$ cat config.mk
export PLATFORM = sky130hd
export DESIGN_NAME = nonoverlap_substring_counter
export DESIGN_NICKNAME = d
export VERILOG_FILES = /design/src/nsc_pkg.sv /design/src/nsc_cell.sv /design/src/nsc_tally.sv /design/src/nonoverlap_substring_counter.sv
export SDC_FILE = /design/constraint.sdc
export NUM_CORES = 1
export LEC_CHECK = 0
export BUFFER_PORTS_ARGS = -buffer_cell sky130_fd_sc_hd__buf_2
export CAP_MARGIN = 20
export CORE_MARGIN = 2
export CORE_UTILIZATION = 40
export DETAILED_ROUTE_END_ITERATION = 6
export PLACE_DENSITY_LB_ADDON = 0.05
export SLEW_MARGIN = 0
export SYNTH_ARGS = -nofsm -noshare
export SYNTH_HDL_FRONTEND = slang
export SYNTH_SLANG_ARGS = --single-unit
$ cat constraint.sdc
create_clock -name clk_i -period 8.7 [get_ports clk_i]
set_clock_uncertainty 0.1 [all_clocks]
set_input_delay 0 -clock clk_i [delete_from_list [all_inputs] [get_ports clk_i]]
set_output_delay 0 -clock clk_i [all_outputs]
set_load 0.02 [all_outputs]
$ cat src/nsc_pkg.sv
// shared types, constants and helpers of the non-overlapping substring counter
package nsc_pkg;

  localparam int unsigned MAX_PATTERN_DEF = 8;   // default window depth
  localparam int unsigned PAT_BYTES       = 8;   // bytes held by the pattern register
  localparam int unsigned PAT_W           = 8 * PAT_BYTES;
  localparam int unsigned LEN_W           = 4;
  localparam int unsigned CNT_W           = 32;
  localparam int unsigned BLK_W           = 3;
  localparam int unsigned ADDR_W          = 4;
  localparam int unsigned APB_DW          = 64;

  localparam logic [CNT_W-1:0] CNT_MAX = '1;

  // register index codes, taken from paddr[3]
  localparam logic REG_PATTERN = 1'b0;
  localparam logic REG_LENGTH  = 1'b1;

  localparam logic [LEN_W-1:0] LEN_RESET = LEN_W'(1);

  // per-item control seen by every cell
  typedef struct packed {
    logic shift;  // item accepted, window moves
    logic flush;  // whitespace, word ends
  } nsc_ctrl_t;

  // per-item control for the hit tally
  typedef struct packed {
    logic accept;
    logic clear;
    logic blank;
    logic match;
  } nsc_step_t;

  // space, tab, line feed, vertical tab, form feed, carriage return
  function automatic logic is_blank(input logic [7:0] c);
    return (c == 8'h20) || (c inside {[8'h09:8'h0D]});
  endfunction

  // pattern byte that window slot idx must equal for a pattern of length len
  function automatic logic [7:0] pat_sel(input logic [PAT_W-1:0] pat,
                                         input logic [LEN_W-1:0] len,
                                         input int unsigned idx);
    int pos;
    pos = int'(len) - 1 - int'(idx);
    if (pos < 0 || pos >= int'(PAT_BYTES)) begin
      return 8'h00;
    end
    return pat[{3'(pos), 3'b000} +: 8];
  endfunction

endpackage

$ cat src/nsc_cell.sv
// one window slot: holds a word byte and checks its input byte against the pattern
module nsc_cell
  import nsc_pkg::*;
#(
  parameter int unsigned Idx = 0
) (
  input  logic             clk_i,
  input  logic             rst_ni,
  input  nsc_ctrl_t        ctrl_i,
  input  logic [7:0]       byte_i,
  input  logic             valid_i,
  input  logic [PAT_W-1:0] pattern_i,
  input  logic [LEN_W-1:0] len_i,
  output logic [7:0]       byte_o,
  output logic             valid_o,
  output logic             ok_o
);

  logic [7:0] byte_q;
  logic       valid_q, valid_d;
  logic       need;

  assign valid_d = valid_i && !ctrl_i.flush;

  // slot takes part only when it lies inside the pattern length
  assign need = int'(len_i) > int'(Idx);
  assign ok_o = !need || (valid_d && (byte_i == pat_sel(pattern_i, len_i, Idx)));

  always_ff @(posedge clk_i or negedge rst_ni) begin
    if (!rst_ni) begin
      valid_q <= 1'b0;
    end else if (ctrl_i.shift) begin
      valid_q <= valid_d;
    end
  end

  always_ff @(posedge clk_i) begin
    if (ctrl_i.shift) begin
      byte_q <= byte_i;
    end
  end

  assign byte_o  = byte_q;
  assign valid_o = valid_q;

endmodule

$ cat src/nsc_tally.sv
// blocking counter after a hit and saturating hit count
module nsc_tally
  import nsc_pkg::*;
(
  input  logic             clk_i,
  input  logic             rst_ni,
  input  nsc_step_t        step_i,
  input  logic [LEN_W-1:0] len_i,
  output logic             hit_o,
  output logic [CNT_W-1:0] count_o
);

  logic [BLK_W-1:0] blocked_q, blocked_d, blk_base;
  logic [CNT_W-1:0] count_q, count_d, cnt_base;
  logic             hit;

  assign blk_base = step_i.clear ? '0 : blocked_q;
  assign cnt_base = step_i.clear ? '0 : count_q;

  always_comb begin
    hit       = 1'b0;
    blocked_d = blk_base;
    if (step_i.blank) begin
      blocked_d = '0;
    end else if (blk_base != '0) begin
      blocked_d = blk_base - BLK_W'(1);
    end else if (step_i.match) begin
      hit       = 1'b1;
      blocked_d = BLK_W'(len_i - LEN_W'(1));
    end
  end

  assign count_d = (hit && cnt_base != CNT_MAX) ? cnt_base + CNT_W'(1) : cnt_base;

  always_ff @(posedge clk_i or negedge rst_ni) begin
    if (!rst_ni) begin
      blocked_q <= '0;
      count_q   <= '0;
    end else if (step_i.accept) begin
      blocked_q <= blocked_d;
      count_q   <= count_d;
    end
  end

  assign hit_o   = hit;
  assign count_o = count_d;

endmodule

$ cat src/nonoverlap_substring_counter.sv
// top level of the non-overlapping substring counter
//
// counts non-overlapping occurrences of a 1 to 8 byte pattern in a byte stream
// - input channel s_axis: tdata is the text byte, tuser is clear_count, which
//   zeroes the count, the word window and the blocking before that byte
// - output channel m_axis: one item per input item; tuser is the hit flag,
//   tdata the running count after this byte, saturating at all ones
// - apb port: pattern bytes at address 0 (64 bits, byte 0 lowest), pattern
//   length at address 8 (4 bits); write only while the stream is idle
// - output valid follows in the cycle after input accept; throughput is one item
//   per cycle unless the receiver stalls, via the combinational cell row compare
// - the window is a row of MaxPattern cells, each holding one byte and a valid
//   bit and passing them to its neighbor on every accepted item
// - whitespace ends the word: all cells go invalid and no hit is flagged
// - the output register holds an item until taken; while it is full and the
//   receiver stalls, s_axis_tready drops, otherwise a new item enters each cycle
// - reset empties the window and the output register, clears the count, and
//   loads pattern 0 with length 1
module nonoverlap_substring_counter
  import nsc_pkg::*;
#(
  parameter int unsigned MaxPattern = MAX_PATTERN_DEF
) (
  input  logic              clk_i,
  input  logic              rst_ni,
  // input stream
  input  logic              s_axis_tvalid,
  output logic              s_axis_tready,
  input  logic [7:0]        s_axis_tdata,   // [7:0] text_byte
  input  logic              s_axis_tuser,   // [0] clear_count
  // output stream
  output logic              m_axis_tvalid,
  input  logic              m_axis_tready,
  output logic [CNT_W-1:0]  m_axis_tdata,   // [31:0] total_hits
  output logic              m_axis_tuser,   // [0] hit
  // configuration
  input  logic              psel,
  input  logic              penable,
  input  logic              pwrite,
  input  logic [ADDR_W-1:0] paddr,
  input  logic [APB_DW-1:0] pwdata,
  output logic [APB_DW-1:0] prdata,
  output logic              pready
);

  // configuration registers
  logic [PAT_W-1:0] pattern_q;
  logic [LEN_W-1:0] len_q;
  logic             cfg_wr;

  assign pready = 1'b1;
  assign cfg_wr = psel && penable && pwrite && pready;

  always_ff @(posedge clk_i or negedge rst_ni) begin
    if (!rst_ni) begin
      pattern_q <= '0;
      len_q     <= LEN_RESET;
    end else if (cfg_wr) begin
      case (paddr[3])
        REG_PATTERN: pattern_q <= pwdata[PAT_W-1:0];
        REG_LENGTH:  len_q     <= pwdata[LEN_W-1:0];
        default: ;
      endcase
    end
  end

  always_comb begin
    case (paddr[3])
      REG_PATTERN: prdata = APB_DW'(pattern_q);
      REG_LENGTH:  prdata = APB_DW'(len_q);
      default:     prdata = '0;
    endcase
  end

  // handshake: output register frees as soon as the receiver takes it
  logic out_valid_q;
  logic accept;
  logic blank;

  assign s_axis_tready = !out_valid_q || m_axis_tready;
  assign accept        = s_axis_tvalid && s_axis_tready;
  assign blank         = is_blank(s_axis_tdata);

  nsc_ctrl_t ctrl;
  assign ctrl.shift = accept;
  assign ctrl.flush = blank;

  // row of window cells, newest byte in cell 0
  logic [7:0]            cell_byte [MaxPattern];
  logic [MaxPattern-1:0] cell_valid;
  logic [MaxPattern-1:0] cell_ok;

  for (genvar k = 0; k < MaxPattern; k++) begin : g_cell
    logic [7:0] in_byte;
    logic       in_valid;
    if (k == 0) begin : g_head
      assign in_byte  = s_axis_tdata;
      assign in_valid = 1'b1;
    end else begin : g_link
      // clear_count drops the old word before this byte enters
      assign in_byte  = cell_byte[k-1];
      assign in_valid = cell_valid[k-1] && !s_axis_tuser;
    end

    nsc_cell #(
      .Idx (k)
    ) u_cell (
      .clk_i     (clk_i),
      .rst_ni    (rst_ni),
      .ctrl_i    (ctrl),
      .byte_i    (in_byte),
      .valid_i   (in_valid),
      .pattern_i (pattern_q),
      .len_i     (len_q),
      .byte_o    (cell_byte[k]),
      .valid_o   (cell_valid[k]),
      .ok_o      (cell_ok[k])
    );
  end

  // a length of zero, or beyond the window or the pattern register, never matches
  logic len_ok;
  assign len_ok = (len_q != '0) && (int'(len_q) <= int'(MaxPattern))
               && (int'(len_q) <= int'(PAT_BYTES));

  nsc_step_t step;
  assign step.accept = accept;
  assign step.clear  = s_axis_tuser;
  assign step.blank  = blank;
  assign step.match  = len_ok && (&cell_ok);

  logic             hit;
  logic [CNT_W-1:0] count;

  nsc_tally u_tally (
    .clk_i   (clk_i),
    .rst_ni  (rst_ni),
    .step_i  (step),
    .len_i   (len_q),
    .hit_o   (hit),
    .count_o (count)
  );

  // output register
  logic             hit_q;
  logic [CNT_W-1:0] count_q;

  always_ff @(posedge clk_i or negedge rst_ni) begin
    if (!rst_ni) begin
      out_valid_q <= 1'b0;
    end else if (accept) begin
      out_valid_q <= 1'b1;
    end else if (m_axis_tready) begin
      out_valid_q <= 1'b0;
    end
  end

  always_ff @(posedge clk_i) begin
    if (accept) begin
      hit_q   <= hit;
      count_q <= count;
    end
  end

  assign m_axis_tvalid = out_valid_q;
  assign m_axis_tuser  = hit_q;
  assign m_axis_tdata  = count_q;

endmodule

Yosys cells after proc, flatten, opt, wreduce, memory -nomap -nowiden. Cells that the tools add are included. W data, S select, Z words.

Register bits after elaboration: 200. Input bits: 84. Output and inout bits: 100. Word-level logic and storage cells: 179.

$add $sub $neg: 11. Order comparisons: 27. Eq/ne operators: 10. Shift operators: 8. Muxes and demuxes: 36. Bitwise operators: 1. Reduce and logical (&&, ||, !) cells: 65.

Operators by type and width (number): $shiftx A64 B7 Y8 (8); $ge A32 B5 Y1 const B (8); $lt A32 B1 Y1 const B (8); $mux W8 (16); $pmux W64 S2 (1); $sub A32 B4 Y32 const B (4); $eq A8 B8 Y1 (8); $mux W32 (2); $sub A32 B3 Y32 const B (2); $add A32 B1 Y32 const B (1); $ne A32 B32 Y1 const B (1); $sub A32 B2 Y32 const B (1); $logic_and A1 B1 Y1 (30); $logic_or A1 B1 Y1 (18); $gt A4 B3 Y1 const B (4); $mux W1 (13); $mux W3 (4); $logic_not A1 Y1 (11); $eq A8 B6 Y1 const B (1); $ge A8 B4 Y1 const B (1); $gt A4 B1 Y1 const B (2); $gt A4 B2 Y1 const B (2); $le A8 B4 Y1 const B (1); $reduce_and A8 Y1 (1); 8 further kinds (10).

Logic depth before layout (Yosys ltp). Gate-level depths: netlist of run 1.

Depth in word-level cells: 16. Mapped depth: 31. Depth with buffers taken out: 21.

By module. A second synthesis of run 1 with hierarchy kept.

Cells, all modules: 1416. Area, all modules: 16517.1 sq um.

By module, submodules not included: nonoverlap_substring_counter (times used 1, cells an instance 273, area an instance 4139.0 sq um, sequential area each 2718.9 sq um); nsc_tally (times used 1, cells an instance 397, area an instance 3069.2 sq um, sequential area each 875.8 sq um); nsc_cell at g_cell[4].u_cell (times used 1, cells an instance 96, area an instance 1207.4 sq um, sequential area each 265.3 sq um); nsc_cell at g_cell[7].u_cell (times used 1, cells an instance 81, area an instance 1197.4 sq um, sequential area each 265.3 sq um); nsc_cell at g_cell[5].u_cell (times used 1, cells an instance 86, area an instance 1194.9 sq um, sequential area each 265.3 sq um); nsc_cell at g_cell[3].u_cell (times used 1, cells an instance 113, area an instance 1178.6 sq um, sequential area each 265.3 sq um); nsc_cell at g_cell[6].u_cell (times used 1, cells an instance 92, area an instance 1167.4 sq um, sequential area each 265.3 sq um); nsc_cell at g_cell[2].u_cell (times used 1, cells an instance 103, area an instance 1164.9 sq um, sequential area each 265.3 sq um); nsc_cell at g_cell[1].u_cell (times used 1, cells an instance 87, area an instance 1126.1 sq um, sequential area each 265.3 sq um); nsc_cell at g_cell[0].u_cell (times used 1, cells an instance 88, area an instance 1072.3 sq um, sequential area each 265.3 sq um).

Least setup slack after synthesis of run 1. No wires, ideal clock.

Kind: register -> register. Start: register len_q[0]. End: register count_q[21] (netlist: m_axis_tdata[21]) (data pin). Library setup time: 0.260 ns. Arrival time: 6.947 ns. Data required time: 8.340 ns. Setup slack: 1.392 ns. Cell stages (with the launch flop): 32. Buffers on the path: 10. Clock period less this slack: 7.308 ns. Cell sequence: dfstp_2 -> buf_2 -> buf_2 -> buf_2 -> inv_2 -> buf_1 -> ha_1 -> buf_2 -> buf_2 -> buf_2 -> buf_2 -> inv_1 -> ha_1 -> inv_1 -> nand2_1 -> inv_1 -> ha_1 -> nand2_1 -> ha_1 -> or4b_1 -> nor3_1 -> nand4_1 -> and2_1 -> o21ai_0 -> o221ai_1 -> or4_1 -> o31ai_4 -> and4_1 -> buf_4 -> buf_6 -> nand4_1 -> xnor2_1.

Word-level cells in the longest chain between the ends: 16. Elaborated cells on any way between the ends: 107. Classes of those cells: add/sub (8); order compare (25); eq/ne (8); shift (8); mux (20); reduce/logical (38).

Ends and longest elaborated chain: from (decl) (RTL line nonoverlap_substring_counter.sv:48) `logic [LEN_W-1:0] len_q;`; from (signal assigned) (RTL line nonoverlap_substring_counter.sv:61) `REG_LENGTH: len_q <= pwdata[LEN_W-1:0];`; $sub A4 B1 Y5 (RTL line nsc_pkg.sv:45) `pos = int'(len) - 1 - int'(idx);`; $sub A32 B2 Y32, or another cell as far along (RTL line nsc_pkg.sv:45); $lt A32 B1 Y1 / $ge A32 B5 Y1 (equally long branches) (RTL line nsc_pkg.sv:46) `if (pos < 0 || pos >= int'(PAT_BYTES)) begin`; $logic_or A1 B1 Y1 (RTL line nsc_pkg.sv:46); $mux W1 (RTL line nsc_pkg.sv:46); $mux W8 (RTL line nsc_pkg.sv:49) `return pat[{3'(pos), 3'b000} +: 8];`; $eq A8 B8 Y1 (RTL line nsc_cell.sv:27) `assign ok_o = !need || (valid_d && (byte_i == pat_sel(pattern_i, len_i, Idx)));`; $logic_and A1 B1 Y1 (RTL line nsc_cell.sv:27); $logic_or A1 B1 Y1 (RTL line nsc_cell.sv:27); $reduce_and A8 Y1 (RTL line nonoverlap_substring_counter.sv:130) `assign step.match = len_ok && (&cell_ok);`; $logic_and A1 B1 Y1 (*) (RTL line nonoverlap_substring_counter.sv:130); $mux W1 (*) (RTL line nsc_tally.sv:27) `end else if (step_i.match) begin`; $mux W1 (*) (RTL line nsc_tally.sv:25) `end else if (blk_base != '0) begin`; $mux W1 (*) (RTL line nsc_tally.sv:23) `if (step_i.blank) begin`; $logic_and A1 B1 Y1 (*) (RTL line nsc_tally.sv:33) `assign count_d = (hit && cnt_base != CNT_MAX) ? cnt_base + CNT_W'(1) : cnt_base;`; $mux W32 (*) (RTL line nsc_tally.sv:33); net count[21] (RTL line nonoverlap_substring_counter.sv:133) `logic [CNT_W-1:0] count;`; to (signal assigned) (RTL line nonoverlap_substring_counter.sv:161) `count_q <= count;`; to (decl) (RTL line nonoverlap_substring_counter.sv:146) `logic [CNT_W-1:0] count_q;`.

Mark *: on every way through the listed nets, which the timed path passes. The rest lies on a longest branch. A chain may end at the register's enable or synchronous reset.

Worst setup path in the final report of run 1.
Start: register len_q[1]. End: register count_q[8] (netlist: m_axis_tdata[8]) (data pin).

Same word-level chain as after synthesis.

==> results of run 1 <==
==> registers in the layout, indices dropped and copies added, names as in the netlist <==
name	flops
g_cell.u_cell.valid_o	7
pattern_q	64
g_cell.u_cell.byte_o	56
m_axis_tvalid	1
u_tally.blocked_q	3
m_axis_tdata	32
u_tally.count_q	32
len_q	4
m_axis_tuser	1
==> layout make-up <==
type / count / area, um^2 / area share
timing repair buffer: 289 / 1940 / 0.107
clock inverter: 14 / 163 / 0.00899
clock buffer: 18 / 429 / 0.0237
sequential: 200 / 5460 / 0.302
multi-input combinational: 1087 / 9290 / 0.514
inverter: 44 / 168 / 0.00927
tap: 511 / 639 / 0.0354
==> repair_timing <==
item / 4_1_cts / 5_1_grt
hold endpoints to repair: 129 / 0
resized for setup: 0 / 0
hold buffers: 80 / 0
==> worst paths after layout <==
kind	start	endpoint	slack, ns	cells after the start
setup / recovery	len_q[1]	m_axis_tdata[8]	1.40	21
hold / removal	rst_ni	g_cell[1].u_cell.valid_o	0.09	2
setup reg to reg	len_q[1]	m_axis_tdata[8]	1.40	21
hold reg to reg	g_cell[0].u_cell.byte_o[1]	g_cell[1].u_cell.byte_o[1]	0.38	0
max in group asynchronous	rst_ni	len_q[2]	7.10	3
min in group clk_i	pwdata[6]	pattern_q[6]	0.21	3
==> synth_stat cells, drive strengths merged (44+ instances only) <==
master  count
inv        44
nand2     102
nor2b      83
mux2i      80
ha         45
edfxtp     89
mux2      111
mux4       69
nor2       55
dfrtp     110
buf        50
clkbuf     46
==> cell usage in the layout (no fill, tap or decap), types with 7 or more instances in the layout <==
master                          netlist  routed
sky130_fd_sc_hd__a21oi_1             21      21
sky130_fd_sc_hd__dfrtp_1            110     109
sky130_fd_sc_hd__nand2_1            102     101
sky130_fd_sc_hd__buf_4                8      30
sky130_fd_sc_hd__nor3b_1              9       9
sky130_fd_sc_hd__a31o_2              14      14
sky130_fd_sc_hd__mux4_2              68      68
sky130_fd_sc_hd__a211o_1             14      14
sky130_fd_sc_hd__a31oi_1             11      11
sky130_fd_sc_hd__xnor2_1             18      18
sky130_fd_sc_hd__nor4bb_1             7       7
sky130_fd_sc_hd__nand3_1             32      32
sky130_fd_sc_hd__clkbuf_16            0      17
sky130_fd_sc_hd__a22oi_1             13      13
sky130_fd_sc_hd__nand2b_1            41      41
sky130_fd_sc_hd__buf_2               31     178
sky130_fd_sc_hd__ha_1                45      44
sky130_fd_sc_hd__inv_1               42      41
sky130_fd_sc_hd__and2_1              18      18
sky130_fd_sc_hd__and3_1              27      27
sky130_fd_sc_hd__o211ai_1            11      11
sky130_fd_sc_hd__edfxtp_1            89      89
sky130_fd_sc_hd__nand4_1             31      31
sky130_fd_sc_hd__nor2_1              54      54
sky130_fd_sc_hd__nor4_1              15      15
sky130_fd_sc_hd__a221o_1              7       7
sky130_fd_sc_hd__mux2_2             111     111
sky130_fd_sc_hd__nor3_1              21      21
sky130_fd_sc_hd__a311oi_1             8       8
sky130_fd_sc_hd__o21ai_0             36      36
sky130_fd_sc_hd__dlygate4sd3_1        0      80
sky130_fd_sc_hd__mux2i_1             80      80
sky130_fd_sc_hd__nor2b_1             83      83
sky130_fd_sc_hd__a211oi_1            18      18
sky130_fd_sc_hd__nor4b_1             13      13
sky130_fd_sc_hd__xor2_1              17      17
==> worst max-delay path: stages, from the launching register on <==
cell and delay, ns:
sky130_fd_sc_hd__dfrtp_1 0.38, sky130_fd_sc_hd__inv_1 0.15, sky130_fd_sc_hd__ha_1 0.78, sky130_fd_sc_hd__xor2_4 0.14, sky130_fd_sc_hd__inv_2 0.08, sky130_fd_sc_hd__ha_1 0.22
sky130_fd_sc_hd__a211oi_1 0.09, sky130_fd_sc_hd__a311oi_1 0.97, sky130_fd_sc_hd__ha_1 0.39, sky130_fd_sc_hd__nor4bb_1 0.33, sky130_fd_sc_hd__o211ai_1 0.20, sky130_fd_sc_hd__a221oi_1 0.28
sky130_fd_sc_hd__buf_4 0.21, sky130_fd_sc_hd__and2_1 0.25, sky130_fd_sc_hd__o21ai_0 0.13, sky130_fd_sc_hd__a2111oi_0 0.67, sky130_fd_sc_hd__buf_4 0.22, sky130_fd_sc_hd__o2111a_1 0.23
sky130_fd_sc_hd__o2111a_2 0.24, sky130_fd_sc_hd__nand4_2 0.36, sky130_fd_sc_hd__o21ai_0 0.35, sky130_fd_sc_hd__a21bo_2 0.25
==> per-stage QoR <==
| stage | cell area [um^2] | instances | setup WS (ns) | power [mW] |
|---|---|---|---|---|
| 6_report | 18100 | 2163 | 1.40 | 4.73 |
| 5_1_grt | 18100 | 2163 | 1.04 | 5.00 |
| 4_1_cts | 18100 | 2163 | 1.43 | 4.73 |
| 3_5_place_dp | 16700 | 2051 | 1.47 | 3.88 |
| 3_3_place_gp | 16700 | 2051 | 1.51 | 3.85 |
| 2_1_floorplan | 15400 | 1427 | 1.39 | 3.13 |
==> power by group through the flow <==
stage,Combinational (mW),Sequential [mW],Clock [mW]
after detailed placement,2.56,1.32,0
after global placement,2.53,1.32,0
after CTS,2.60,1.31,0.825
after floorplan,1.89,1.24,0
final,2.62,1.31,0.804
after global routing,2.81,1.33,0.861
==> cells by family after synthesis <==
kind of cell | after synthesis | share of synthesized area
compound gates | 241 | 0.120
xor+xnor | 38 | 0.0248
fa+ha+maj | 45 | 0.0367
buf+inv | 140 | 0.0407
flops | 200 | 0.355
mux | 260 | 0.235
other cells | 1 | 0.000244
simple gates | 502 | 0.187
==> routing by layer <==
metal  vias up  wire (um)  share of wire  GRT usage
met3        45       3300          0.067     0.0428
met4         0        918          0.019     0.0623
met2       458      21900           0.45      0.385
met1      6406      22800           0.47      0.360
met5         -          0              0          0
li1       5921          -              -          -
==> impl_summary.md, run 1 <==
Outcome
The flow ran to the end, and the final reports show no timing, DRC or antenna violations.

Pwr
The internal power of the cells is approximately 2.7 mW. The analysis attributes to net switching a power of about 2.1 mW. Of the total power, combinational logic draws 0.553. The sequential share of power is 0.277. The net switching fraction of the power is 0.435. The clock group share of total power is 0.170.

The power density over the cells is between 200 and 300 mW/mm^2. The maximum resistive drop on vdd is roughly 0.18 mV. For this design the static power due to leakage is 7.42 nW.

Clock network
The tree built by TritonCTS fans out to 200 sinks. The CTS tree is yes. The buffer cell driving the clock tree root is sky130_fd_sc_hd__clkbuf_16. No sink is reached through more buffers than the 2 on the longest clock path. The clock network latency to the later pin of the worst-skew pair is roughly 0.46 ns. The number of clock buffers inserted by TritonCTS is 17. The CTS clock-pin slew for the worst setup and hold paths is approximately 0.08 ns.

The H-tree was split into 4 levels. After clock tree synthesis, the setup repair step added 0 buffers.

Timing
Setup violations remaining at the end of the flow were counted as 0. Setup repair after global routing left no endpoint under its margin. For the pin with the worst max-slew slack, the measured transition is between 1 and 1.5 ns.

The summed negative setup slack over all endpoints is 0 ns. On the final layout, the worst hold slack is just under 0.09 ns. The final count of hold timing violations is 0. The upper clock frequency limit is approximately 140 MHz. The worst slew slack as a fraction of its limit is 0.213.

In the finished design, the share of the clock period the worst path needs comes to 0.839. The max-slew violation count is 0. The worst path needs between 7 and 8 ns of the cycle, external delays included.

Critical path
The data arrival time of the critical path is between 7 and 8 ns. Of all nets on the critical path, the largest fanout is 18. The endpoint type of the worst setup path is a register. The critical path startpoint category is a register. STA puts the critical path data required time at 8.82 ns. The critical path is of the reg -> reg type.

Worst hold path
In this run the worst hold path is classified as in -> async.

Place
After legalization and detailed placement, the total HPWL measured 35300 um. The number of port buffers is ~180. Routability-driven placement finished with a final weighted congestion of a little under 0.9.

Yosys
The synthesized design spends more area on one cell type than any other, namely sky130_fd_sc_hd__dfrtp_1. Of the synthesized area, sequential elements account for 0.355. For this run, the leading register cell type out of synthesis is sky130_fd_sc_hd__dfrtp_1. Yosys mapped a number of flops with a built-in enable equal to 89.

The synthesized area divided by synthesized cell count is roughly 11 um^2. In the synthesized netlist the async set-or-reset flop fraction comes to 0.555. The share of synthesized area in the top cell type comes to 0.179. When the netlist entered floorplanning its net count stood at 1556. The synthesized instance count is between 1000 and 1500. Synthesis inferred 200 register bits. The synthesis warning total is 0. The number of different library cells used by synthesis comes to 95. Ranked by total cell area, the synthesized netlist is headed by sky130_fd_sc_hd__dfrtp_1 (18%), sky130_fd_sc_hd__edfxtp_1 (17%), sky130_fd_sc_hd__mux4_2 (10%). The post-synthesis cell area is 0.0154 mm^2.

Global routing
After global routing the overflow that remains totals 0. For this run, the total global-route usage over all layers was measured as 0.248. The via count of the first global-routing pass came to 12249. The first global-routing pass estimated ~74000 um of wire. The pin count of the biggest net entering global routing is 67. The initial antenna violation count was 0.

Layout
The fraction of the core area covered by cells at the end of the flow is 0.479. The number of nets in the finished design is approximately 1800. Of the cells placed in the final design, the portion with a size suffix greater than 1 is 0.281. The post-synthesis to final-layout area growth is 17.8%.

The repair_antennas step left the layout with diodes totalling 0. The number of inserted filler cells in the final layout is 3492.

Routing
The detail-routed via count per cell is 5.93. The residual antenna-violating net count after detailed routing is 0. For this block, the initial DRC count from the detailed router was between 1000 and 1500.

The routed layout has 12830 vias. The routed wire length is about 50000 um. The post-detailed-route DRC marker count is 0.

The pre-antenna-repair detailed-routing pass consisted of 6 iterations. The average routed wire per standard cell is about 23 um.

Floorplanning
After floorplanning, the core was sized to cover between 0.03 and 0.04 mm^2. In this run the horizontal extent of the chip is ~200 um. The y dimension of the die is 200 um. The starting utilization of the core area is 0.407. The initialized floorplan defines 71 standard-cell rows. The number of I/O pins is around 180.

The floorplan step defined a die boundary enclosing 0.0400 mm^2.

Job
Max-cap violations in this run came to 0.
(Power assumes the default switching activity.)
==> run 2: changes to the inputs <==
Settings changed: ABC_AREA set to 1.
Clock period 8.7 ns to 7.5 ns, I/O delays scaled along.
==> impl_summary.md, run 2 <==
Routing
The wire length on met3 is 2880 um (-13%). The length of the first detailed-routing pass in iterations is 6 (unchanged). The number of violations reported at the end of detailed-routing iteration 0 came to 1175 (+2.0%).

The wire length on met1 is 25300 um (+11%). The post-detailed-route DRC marker count is 0 (unchanged). The overall via count from detail_route is 14511 (+13%). The routed wire length was 51000 um (+4.2%). The met2 wire length came to 21900 um (unchanged).

After detailed routing, no signal wire sits above met4. The residual antenna-violating net count after detailed routing is 0 (unchanged). The average routed wire per standard cell is 18.0 um (-20%). The detail-routed via count per cell is 5.13 (-13%).

Pwr
The internal power of the cells came to 2.30 mW (-14%). The clock group share of total power is 0.211 (+0.041). The sequential share of power is 0.312 (+0.035). The proportion of power drawn by combinational gates is 0.476 (-0.077). The switching power is 2.11 mW (+2.7%).

The maximum resistive drop on vdd came to 0.198 mV (+13%). The net switching fraction of the power came to 0.478 (+0.0438). The leakage power figure is 8.64 nW (+16%). The overall power consumption is 4.41 mW (-6.7%). The power density over the cells came to 258 mW/mm^2 (-1.3%).

Yosys
The top flip-flop cell by instance count after synthesis is sky130_fd_sc_hd__dfrtp_1. Ranked by total cell area, the synthesized netlist is headed by sky130_fd_sc_hd__nand2_1 (19%), sky130_fd_sc_hd__dfrtp_1 (19%), sky130_fd_sc_hd__edfxtp_1 (18%). The synthesized instance count is 2151 (+51%). The proportion of register bits with asynchronous set or reset after synthesis was 0.555 (unchanged). By count the netlist is led by sky130_fd_sc_hd__nand2_1 (751), sky130_fd_sc_hd__nor2_1 (279), sky130_fd_sc_hd__inv_1 (215).

The number of nets produced by synthesis is 2280 (+47%). The area fraction of the dominant cell type after synthesis is 0.192 (+0.0126). The post-synthesis cell area is 0.0147 mm^2 (-4.3%). The synthesized area divided by synthesized cell count is 6.83 um^2 (-37%).

The count of state elements after synthesis came to 200 (unchanged). The synthesis warning total is 0 (unchanged). The cell taking the most area after synthesis is sky130_fd_sc_hd__nand2_1. The count of different cell masters after synthesis is 48 (-49%). The library cell with the highest instance count after synthesis is sky130_fd_sc_hd__nand2_1. The sequential fraction of the synthesis area is 0.371 (+0.0161). The number of synthesized flops with an enable pin is 89 (unchanged).

Layout
The area of the multi-input gates was 0.00785 mm^2 (-16%). The flip-flop count of the largest register, all copies and words added came to 64 (unchanged). The cell area after layout is 0.0171 mm^2 (-5.5%).

The number of inserted filler cells in the final layout is 3719 (+6.5%). The number of nets in the finished design was 2474 (+40%). Ranked by flip-flop count, first place goes to pattern_q. Compared with the post-synthesis result, the final layout area differs by 16.4%. The layout cell share with drive strength beyond 1 was 0.132 (-0.150). In the layout the commonest cells are sky130_fd_sc_hd__nand2_1 (750), sky130_fd_sc_hd__nor2_1 (279), sky130_fd_sc_hd__inv_1 (214), sky130_fd_sc_hd__nand3_1 (212), sky130_fd_sc_hd__buf_2 (178). The sequential cell area is 0.00545 mm^2 (about the same). The fraction of the core area covered by cells at the end of the flow is 0.470 (-0.00865). The number of antenna diodes is 0 (unchanged).

The leading cell type in the layout, fill and taps excluded is sky130_fd_sc_hd__nand2_1.

Critical path
STA classifies the critical path endpoint as a register. The required arrival time at the worst endpoint is 7.80 ns (-1.02 ns). The worst-case register-to-register setup slack is 0.99 ns (-0.42 ns). The critical path buffer and inverter count was 6 (+2).

The maximum net fanout on the critical path is 31 (+13). Traced cell by cell, the critical path runs through inv_2, ha_1, inv_2, nand2_2, nand2_4, inv_2, ha_1, clkinv_1, o21ai_0, nand2_1, nand2_1, o21ai_0, inv_1, nand3_1, nor2_1, nor2_1, nor2_2, nand2_1, nor2_4, buf_4, nand4_2, nand2_2, nand2_1, nand2_1. The capture point of the worst reg-to-reg path is u_tally.count_q[18].

The worst setup path is of the reg -> reg kind. The most numerous cell type found on the critical path is sky130_fd_sc_hd__nand2_1. The count of cells along the worst register-to-register path was 24 (+14%). The critical path startpoint category is a register.

The largest individual stage delay along the critical path comes from the cell sky130_fd_sc_hd__dfstp_2. The maximum cell stage delay along the critical path is 0.80 ns (-0.17 ns). The data arrival time of the critical path is 6.81 ns (-0.61 ns). The worst register-to-register path begins at len_q[0]. On the critical path the largest part of the delay comes from simple AND/OR/NAND/NOR gates.

Timing
The summed negative setup slack over all endpoints is 0 ns (unchanged). The post-route worst setup slack is 0.987 ns (-0.417 ns). The upper clock frequency limit came to 154 MHz (+12%). The count of final setup violators is 0 (unchanged).

The max-slew violation count is 0 (unchanged). The minimum clock period after layout is 6.51 ns (-0.783 ns). The share of the clock period used by the worst path is 0.868 (+0.0297). The worst slew slack as a fraction of its limit came to 0.340 (+0.126). The final count of hold timing violations is 0 (unchanged).

The actual transition at the worst max-transition pin is 0.990 ns (-0.183 ns). Setup repair after global routing left no endpoint under its margin.

Place
The number of port buffers is 179 (unchanged). The placed wire-length estimate after detailed placement is 38300 um (+8.5%). The final RePlAce weighted congestion is 0.979 (+10%).

The worst setup slack before clock tree synthesis is 1.18 ns (-0.287 ns). The placed standard-cell area is 0.0157 mm^2 (-5.7%).

Global routing
The via count of the first global-routing pass is 13369 (+9.1%). The pin count of the biggest net entering global routing is 103 (+54%). The initial antenna violation count came to 0 (unchanged).

The global-route usage over all layers is 0.269 (+0.0204). The global-route wire length before repair is 77800 um (+4.7%). The total global routing overflow came to 0 (unchanged).

Floorplanning
The total die area is 0.0383 mm^2 (-4.2%). The core region area was 0.0363 mm^2 (-3.7%). The starting utilization of the core area was 0.404 (-0.00253).

The number of I/O pins came to 184 (unchanged). The y dimension of the die is 196 um (-2.1%). The number of placement rows was 70 (-1.4%). The floorplan die width was 196 um (-2.1%).

Clock network
The CTS clock-pin slew for the worst setup and hold paths is 0.07 ns (about the same). The number of clock buffers inserted by TritonCTS came to 17 (unchanged). The buffer cell driving the clock tree root is sky130_fd_sc_hd__clkbuf_16.

The number of levels the H-tree was split into is 4 (unchanged). The count of instances resized after the clock tree is built is 0 (unchanged). The number of post-CTS setup repair buffers is 0 (unchanged). The clock network latency to the later pin of the worst-skew pair is 0.47 ns (about the same). The maximum buffer depth of the clock tree is 2 (unchanged). TritonCTS built the clock tree. The number of sinks on the clock net is 200 (unchanged). The post-cts hold buffer count is 75 (-6.3%).

Outcome
The run finished with clean final reports.

Worst hold path
The worst hold path belongs to the class in -> async.

Job
The number of violations of the max-capacitance limit was 0 (unchanged).
[run 2: final cells by class]
| cell class | instances | share of cell area |
|---|---|---|
| repair buffers | 269 | 0.104 |
| flip-flops and latches | 200 | 0.319 |
| well taps | 468 | 0.0343 |
| inverters | 227 | 0.0501 |
| clock buffers | 17 | 0.0249 |
| clock inverters | 15 | 0.00864 |
| multi-input cells | 1630 | 0.459 |
[run 2: logic make-up (layout without fill, tap and decap cells)]
kind of cell,count (synthesis),in the layout,synth area share
AND/OR/NAND/NOR,1399,1399,0.419
buffers and inverters,321,528,0.0955
flip-flops,200,200,0.371
AO/OA/AOI/OAI,144,144,0.0517
adder cells (fa/ha/maj),45,45,0.0383
XOR/XNOR,41,41,0.0244
other,1,1,0.000255
[run 2: metrics by stage]
stage,hold WS [ns],std cells
5_1_grt,0.0900,2826
4_1_cts,0.0245,2825
3_3_place_gp,-0.00218,2718
6_report,0.0153,2826
3_5_place_dp,-0.00247,2718
2_1_floorplan,-0.396,2151
[run 2: power groups by stage]
stage                     sequential (mW)  combinational (mW)  clock (mW)
after detailed placement             1.40                2.03           0
after CTS                            1.38                2.07       0.952
after global placement               1.40                2.00           0
after floorplan                      1.35                1.41           0
after global routing                 1.39                2.32       0.986
final                                1.38                2.10       0.932
[run 2: per-layer routing]
layer / track usage / up-vias
li1: - / 7229
met1: 0.403 / 6768
met2: 0.404 / 470
met3: 0.0370 / 44
met4: 0.0715 / 0
met5: 0 / -
[run 2: worst max path at each step]
| stage | startpoint | endpoint | slack [ns] | cells after the start |
|---|---|---|---|---|
| floorplan | len_q[0] | m_axis_tdata[0] | 2.71 | 34 |
| global placement | len_q[0] | u_tally.count_q[17] | 1.23 | 24 |
| detailed placement | len_q[0] | u_tally.count_q[17] | 1.18 | 24 |
| CTS | len_q[0] | u_tally.count_q[18] | 1.17 | 24 |
| global route | len_q[0] | u_tally.count_q[18] | 0.62 | 24 |
| finish | len_q[0] | u_tally.count_q[18] | 0.99 | 24 |
